[src/gaps_pkg.sv]
package gaps_pkg;

	localparam int MAX_WIDTH     = 16;
	localparam int MAX_HEIGHT    = 16;
	localparam int COST_STRAIGHT = 10;
	localparam int COST_DIAG     = 14;

	localparam logic [1:0] MODE_WRITE  = 2'd0;
	localparam logic [1:0] MODE_SEARCH = 2'd1;
	localparam logic [1:0] MODE_READ   = 2'd2;

	localparam logic [1:0] STAT_OK     = 2'd0;
	localparam logic [1:0] STAT_FOUND  = 2'd1;
	localparam logic [1:0] STAT_NONE   = 2'd2;
	localparam logic [1:0] STAT_BEYOND = 2'd3;

	localparam logic [2:0] REG_GRID_WIDTH  = 3'd0;
	localparam logic [2:0] REG_GRID_HEIGHT = 3'd1;
	localparam logic [2:0] REG_START_X     = 3'd2;
	localparam logic [2:0] REG_START_Y     = 3'd3;
	localparam logic [2:0] REG_GOAL_X      = 3'd4;
	localparam logic [2:0] REG_GOAL_Y      = 3'd5;

	typedef struct packed {
		logic clr;
		logic en;
	} scan_ctl_t;

	function automatic logic [7:0] dir_dx(input logic [2:0] k);
		logic [7:0] r;
		unique case (k)
			3'd0, 3'd3, 3'd5: r = 8'hFF;
			3'd1, 3'd6:       r = 8'h00;
			default:          r = 8'h01;
		endcase
		return r;
	endfunction

	function automatic logic [7:0] dir_dy(input logic [2:0] k);
		logic [7:0] r;
		unique case (k)
			3'd0, 3'd1, 3'd2: r = 8'hFF;
			3'd3, 3'd4:       r = 8'h00;
			default:          r = 8'h01;
		endcase
		return r;
	endfunction

	function automatic logic dir_diag(input logic [2:0] k);
		return (k == 3'd0) || (k == 3'd2) || (k == 3'd5) || (k == 3'd7);
	endfunction

	function automatic logic [15:0] octile(input logic [7:0] ax, input logic [7:0] ay,
		input logic [7:0] bx, input logic [7:0] by);
		logic [7:0] dx;
		logic [7:0] dy;
		logic [7:0] lo;
		logic [7:0] hi;
		dx = (ax > bx) ? ax - bx : bx - ax;
		dy = (ay > by) ? ay - by : by - ay;
		lo = (dx < dy) ? dx : dy;
		hi = (dx < dy) ? dy : dx;
		return 16'(lo) * 16'(COST_DIAG) + 16'(hi - lo) * 16'(COST_STRAIGHT);
	endfunction

endpackage

[src/gaps_open_scan.sv]
module gaps_open_scan #(
	parameter int AW = 8,
	parameter int GW = 12,
	parameter int OW = 8
) (
	input  logic                    clk,
	input  logic                    arst_n,
	input  gaps_pkg::scan_ctl_t     ctl,
	input  logic [AW-1:0]           addr,
	input  logic [2*GW+OW+2:0]      pay,
	output logic                    found,
	output logic [AW-1:0]           best_addr,
	output logic [2*GW+OW+2:0]      best_pay
);

	logic              found_q;
	logic [AW-1:0]     addr_q;
	logic [2*GW+OW+2:0] pay_q;
	logic [GW-1:0]     g_in, h_in, g_b, h_b;
	logic [OW-1:0]     o_in, o_b;
	logic [GW:0]       f_in, f_b;
	logic              better;

	assign g_in = pay[2*GW+OW+2:GW+OW+3];
	assign h_in = pay[GW+OW+2:OW+3];
	assign o_in = pay[OW+2:3];
	assign g_b  = pay_q[2*GW+OW+2:GW+OW+3];
	assign h_b  = pay_q[GW+OW+2:OW+3];
	assign o_b  = pay_q[OW+2:3];
	assign f_in = {1'b0, g_in} + {1'b0, h_in};
	assign f_b  = {1'b0, g_b} + {1'b0, h_b};

	assign better = !found_q || (f_in < f_b) ||
		((f_in == f_b) && ((h_in < h_b) || ((h_in == h_b) && (o_in < o_b))));

	always_ff @(posedge clk or negedge arst_n) begin
		if (!arst_n) begin
			found_q <= 1'b0;
		end else if (ctl.clr) begin
			found_q <= 1'b0;
		end else if (ctl.en && better) begin
			found_q <= 1'b1;
		end
	end

	always_ff @(posedge clk) begin
		if (ctl.en && better && !ctl.clr) begin
			addr_q <= addr;
			pay_q  <= pay;
		end
	end

	assign found     = found_q;
	assign best_addr = addr_q;
	assign best_pay  = pay_q;

endmodule

[config.mk]
export PLATFORM = sky130hd
export DESIGN_NAME = gaps_open_scan
export DESIGN_NICKNAME = d
export VERILOG_FILES = /design/src/gaps_pkg.sv /design/src/gaps_open_scan.sv
export SDC_FILE = /design/constraint.sdc
export NUM_CORES = 1
export LEC_CHECK = 0
export BUFFER_PORTS_ARGS = -buffer_cell sky130_fd_sc_hd__clkbuf_2
export CAP_MARGIN = 10
export CORE_UTILIZATION = 53
export CTS_CLUSTER_DIAMETER = 60
export DETAILED_ROUTE_END_ITERATION = 10
export PLACE_DENSITY = 0.92
export SYNTH_ARGS = -nofsm -noshare
export SYNTH_HDL_FRONTEND = slang
export SYNTH_SLANG_ARGS = --single-unit
[constraint.sdc]
create_clock -name clk -period 5.77 [get_ports clk]
set_clock_uncertainty 0.1 [all_clocks]
set_input_delay 1.154 -clock clk [delete_from_list [all_inputs] [get_ports clk]]
set_output_delay 1.154 -clock clk [all_outputs]
set_load 0.01 [all_outputs]
---- Word level (Yosys, flattened, before mapping) ----
Index checks and enable logic that the tools add are counted.
Widths: inputs -> output; s select.
word-level totals
  bits in latches ......................... 0
  memories ................................ 0
  input bits .............................. 47
  flip-flop bits (word level) ............. 44
  word-level logic and storage cells ...... 22
  ROM bits ................................ 0
  RAM bits ................................ 0
operators by class
  muxes and demuxes ....................... 2
  add/sub/neg operators ................... 2
  bitwise gates (word level) .............. 0
  reductions and logical operators ........ 10
  multiply operators ...................... 0
  shift operators ......................... 0
  div/mod/pow operators ................... 0
  magnitude comparators ................... 3
  eq/ne operators ......................... 2
operator list
  cell               count
  $add 12x12->13     2
  $eq 13x13->1       1
  $lt 13x13->1       1
  $eq 12x12->1       1
  $lt 12x12->1       1
  $lt 8x8->1         1
  $logic_and 1x1->1  4
  $logic_or 1x1->1   3
  $logic_not 1->1    2
  $mux 1             2
  $reduce_bool 2->1  1

---- Depth between registers and ports, before layout ----
  depth in word-level cells ............... 8
  gate-level depth with buffers ........... 14
  gate-level depth less buffers ........... 14

---- Least setup slack after synthesis ----
OpenSTA, ideal clock, no wires.
  path kind ............................... input to register
  start ................................... input port pay[11]
  end ..................................... register addr_q[0], in the netlist best_addr[0], enable pin
  setup time .............................. 456 ps
  arrival time ............................ 5345 ps
  path slack .............................. -130 ps
  stages .................................. 13
  path through ............................ ha_1 -> inv_1 -> fa_1 -> nor2b_1 -> o2111ai_1 -> nand3_1 -> nand2_1 -> o311ai_1 -> ha_1 -> nand4_1 -> nor4_1 -> nand4_1 -> o211ai_1
on the way
  longest elaborated chain between the ends .. 7
ends and longest elaborated chain
  what                                                    RTL line              source
  start: declaration                                      gaps_open_scan.sv:10  input logic [2*GW+OW+2:0] pay,
  branches (longest 4 deep; another with $add 12x12->13)  -
  $logic_or 1x1->1 *                                      gaps_open_scan.sv:33  assign better = !found_q || (f_in < f_b) ||
  $logic_and 1x1->1 * (2 in series)                       gaps_open_scan.sv:47  if (ctl.en && better && !ctl.clr) begin
  end signal: assignment                                  gaps_open_scan.sv:48  addr_q <= addr;
  end: declaration                                        gaps_open_scan.sv:17  logic [AW-1:0] addr_q;
Every way passes the cells marked *.
A chain may end at the register's enable or synchronous reset.

---- Final worst setup path ----
  start ................................... input port pay[11]
  end ..................................... register addr_q[1], in the netlist best_addr[1], enable pin
Same word-level chain as after synthesis.

==> summary.md <==
The flow ran to the end, and the final reports show no timing, DRC or antenna violations. The wire-length estimate of the detail-placed layout is 5612 um. The worst stage delay on the critical path was 370 ps; the depth of the CTS H-tree was 2. At the worst endpoint, the required time is 5640 ps. Counting the fill cells in the layout gives 450. In this run the remaining antenna-violating nets after routing total 0. The run gives 0 as the initial antenna violation count.

The setup fix buffers added after clock tree synthesis was 0; the detailed-route vias per instance was 5.582. The met3 layer usage reported by global route came out at 4.713%. Clock tree synthesis selected as its root buffer the cell clkbuf_8. Post-CTS repair changed the size of 0 cells. Setup violations remaining at the end of the flow were counted as 0. For the met2 usage in global routing, the log shows 41.74%.

The tools report the total count of max-transition violations in the final report as 0. The ratio of final minimum period to clock period is 76.92%, and the global placement routability congestion is 0.8695. At the pin with the least slew margin, the transition time is 443.5 ps. The area growth from synthesis to layout is 21.67%.

For this design, the CTS-stage hold fixing added 0 buffers. The initial utilization of the core area, before any placement, comes to 55.71%. Counting the buffers created by CTS gives 5.

The layer flagged by global routing as most heavily used is met2. The slowest cell on the critical path was fa_2. The clock period could shrink to 4438 ps. Along the worst path, the maximum fanout reaches 27.

The first global-routing pass estimated 11120 um of wire. The post-synthesis net count is 392, and the fraction of registers with async set/reset is 2.273%. In the global route stage, overall resource usage came out at 22.74%. The number of different library cells in the post-synthesis netlist was 38; the width of the die was 78.78 um.

The synthesized netlist occupies a cell area of 0.003124 sq mm. The number of antenna diodes in the final layout is 0. Input and output buffers added on the ports amount to 90. The number of primary I/O pins came out at 91.

Counting flops and latches in the post-synthesis netlist gives 44. Clock-pin slew was measured on the worst setup and hold paths at 90 ps. Sorting the synthesized cells by how often they occur yields 56 x ha_1, 43 x edfxtp_1, 33 x inv_1, 21 x a21oi_1, 17 x nor2_1.

Total negative slack: 0 ps. Most used flip-flop cell after synthesis: edfxtp_1. The floorplan has 27 rows. Clock latency on the worst-skew pair, taken at its later pin, is 300 ps. The area of the multi-input gates was 0.001698 sq mm.

Cell accounting for the most synthesized area: edfxtp_1. The floorplan step defined a die boundary enclosing 0.006206 sq mm. The count of flip-flops with a built-in enable after synthesis is 43. The endpoint type of the worst setup path was a register. Setup repair after global routing left no endpoint under its margin. Count of unresolved DRC violations after routing: 0.

Measured against its own limit, the worst slew margin works out to 70.40%. The power per unit of standard cell area was 239.3 mW/mm^2. For the pin count of the biggest net entering global routing, the log shows 28.

TritonCTS built the clock tree. The max-capacitance violation count was 0. Summed over its instances, the top area cell type makes up 41.33% of the synthesized netlist area. Detailed routing inserted a total of 2551 vias.

Sequential element share of the synthesized area: 42.13%. The maximum clock insertion buffer count came out at 2. The startpoint-to-endpoint class of the critical path was in2reg. Kind of launch point of the worst setup path: an input port. After floorplanning, the core was sized to cover 0.005608 sq mm. By area the synthesized netlist is led by edfxtp_1 41%, ha_1 22%, inv_1 4.0%. In this run the static leakage power is 1.783 nW. Synthesis produced a netlist whose cell count is 287. Yosys printed 0 warnings. STA puts the critical path data arrival time at 4310 ps.

The synthesized area per cell is 10.89 sq um, and the first-pass detailed-route iteration total is 4. The routed wire length per instance is 14.86 um. The kind of path behind the tightest hold check was reg2reg. For this block, the routed nets add up to 6793 um of wire. Summing internal, switching and leakage power gives 0.0009098 W.

The height of the die came out at 78.78 um. The routing usage on met1 was 26.62%; the peak supply drop was 159.5 uV. Counting every sink on the clock net gives 44. The number of hold-slack violations in the final timing report was 0.

The logs give 96 for the starting DRC count in detailed routing and 0.2253 GHz for the maximum clock rate. After the last flow step, the layout net total stands at 489. The via count of the first global-routing pass came out at 2628. Summed over all layers, the global routing overflow is 0. Traced cell by cell, the critical path runs through clkbuf_2 -> ha_4 -> inv_2 -> fa_2 -> nor2b_1 -> o2111ai_1 -> nand3_1 -> nand2_1 -> xnor2_1 -> ha_1 -> nand4_1 -> nor4_2 -> nand2b_1 -> a2111o_1 -> o211ai_1 -> buf_4. By instance count, the leading cell after synthesis is ha_1. The fraction of final layout cells with drive strength greater than 1 came out at 28.05%. The register area was 0.001316 sq mm.
## cell type report
type / count / share of cell area (%)
Timing Repair Buffer: 92 / 12.24
Inverter: 33 / 3.259
Tap cell: 72 / 2.370
Multi-Input combinational cell: 208 / 44.67
Clock inverter: 2 / 0.9217
Sequential cell: 44 / 34.63
Clock buffer: 6 / 1.909
## where the power goes
part / switching [W] / internal [W]
registers: 0.0000102 / 0.000375
clock network: 0.000103 / 0.000129
logic: 0.000166 / 0.000127
total: 0.000280 / 0.000630
## registers in the layout (all words and copies together), names as in the netlist
register   cells
best_addr      8
best_pay      35
found          1
## final timing paths
| check | from | end | slack [ps] | depth (start not counted) |
|---|---|---|---|---|
| worst max-delay path | pay[11] | best_addr[1]$_DFFE_PP_ | 1330 | 16 |
| worst min-delay path | found$_DFFE_PN0P_ | found$_DFFE_PN0P_ | 500 | 2 |
| worst max register to register | best_pay[11]$_DFFE_PP_ | best_addr[1]$_DFFE_PP_ | 1620 | 15 |
| worst min register to register | found$_DFFE_PN0P_ | found$_DFFE_PN0P_ | 500 | 2 |
| max in group asynchronous | arst_n | found$_DFFE_PN0P_ | 4980 | 1 |
| min in group asynchronous | arst_n | found$_DFFE_PN0P_ | 510 | 1 |
## cells in the final DEF (no fill, tap or decap), types with 4 or more instances in the layout
| cell | Yosys | final |
|---|---|---|
| nor2_1 | 17 | 17 |
| nand2_1 | 14 | 14 |
| ha_1 | 56 | 55 |
| nand3_1 | 9 | 9 |
| nor3_1 | 7 | 7 |
| nand4_1 | 8 | 8 |
| nor2b_1 | 6 | 6 |
| edfxtp_1 | 43 | 43 |
| clkbuf_2 | 0 | 90 |
| inv_1 | 33 | 32 |
| o2111ai_1 | 4 | 4 |
| a21oi_1 | 21 | 21 |
| o21ai_0 | 8 | 8 |
| xnor2_1 | 10 | 10 |
| xor2_1 | 9 | 9 |
| clkbuf_8 | 0 | 5 |
| a21o_1 | 6 | 6 |
## routing by layer
metal	wire, um	up-vias
li1	-	1263
met4	112	0
met5	0	-
met3	380	12
met1	2861	1181
met2	3438	95
## through the flow
stage / cells / setup WS (ps) / area [sq um] / hold slack, ps / util [%]
final: 457 / 1332 / 3801 / 496.6 / 67.78
after CTS: 457 / 1354 / 3801 / 497.2 / 67.78
after global placement: 449 / 1231 / 3694 / 410.5 / 65.86
after detailed placement: 449 / 1049 / 3694 / 471.4 / 65.86
after global routing: 457 / 1107 / 3801 / 499.9 / 67.78
after floorplan: 287 / 3.681 / 3146 / 445.4 / -
## logic make-up (layout without fill, tap and decap cells)
kind of cell               count (synthesis)  after routing  share of synthesized area, %
buffers and inverters                     35            133                         4.205
and+or+nand+nor                           68             68                         10.61
DFF                                       44             44                         42.13
AOI/OAI and AO/OA                         63             63                         14.02
adders and majority gates                 58             58                         23.71
xor gates and xnor gates                  19             19                         5.326
## worst max-delay path, delay by kind of cell
family | cells | cell delay (ps)
buffers and inverters | 3 | 540
AND/OR/NAND/NOR | 6 | 970
AO/OA/AOI/OAI | 3 | 630
XOR/XNOR | 1 | 150
adder cells (fa/ha/maj) | 3 | 850
Power figures use the tool's default switching activity.
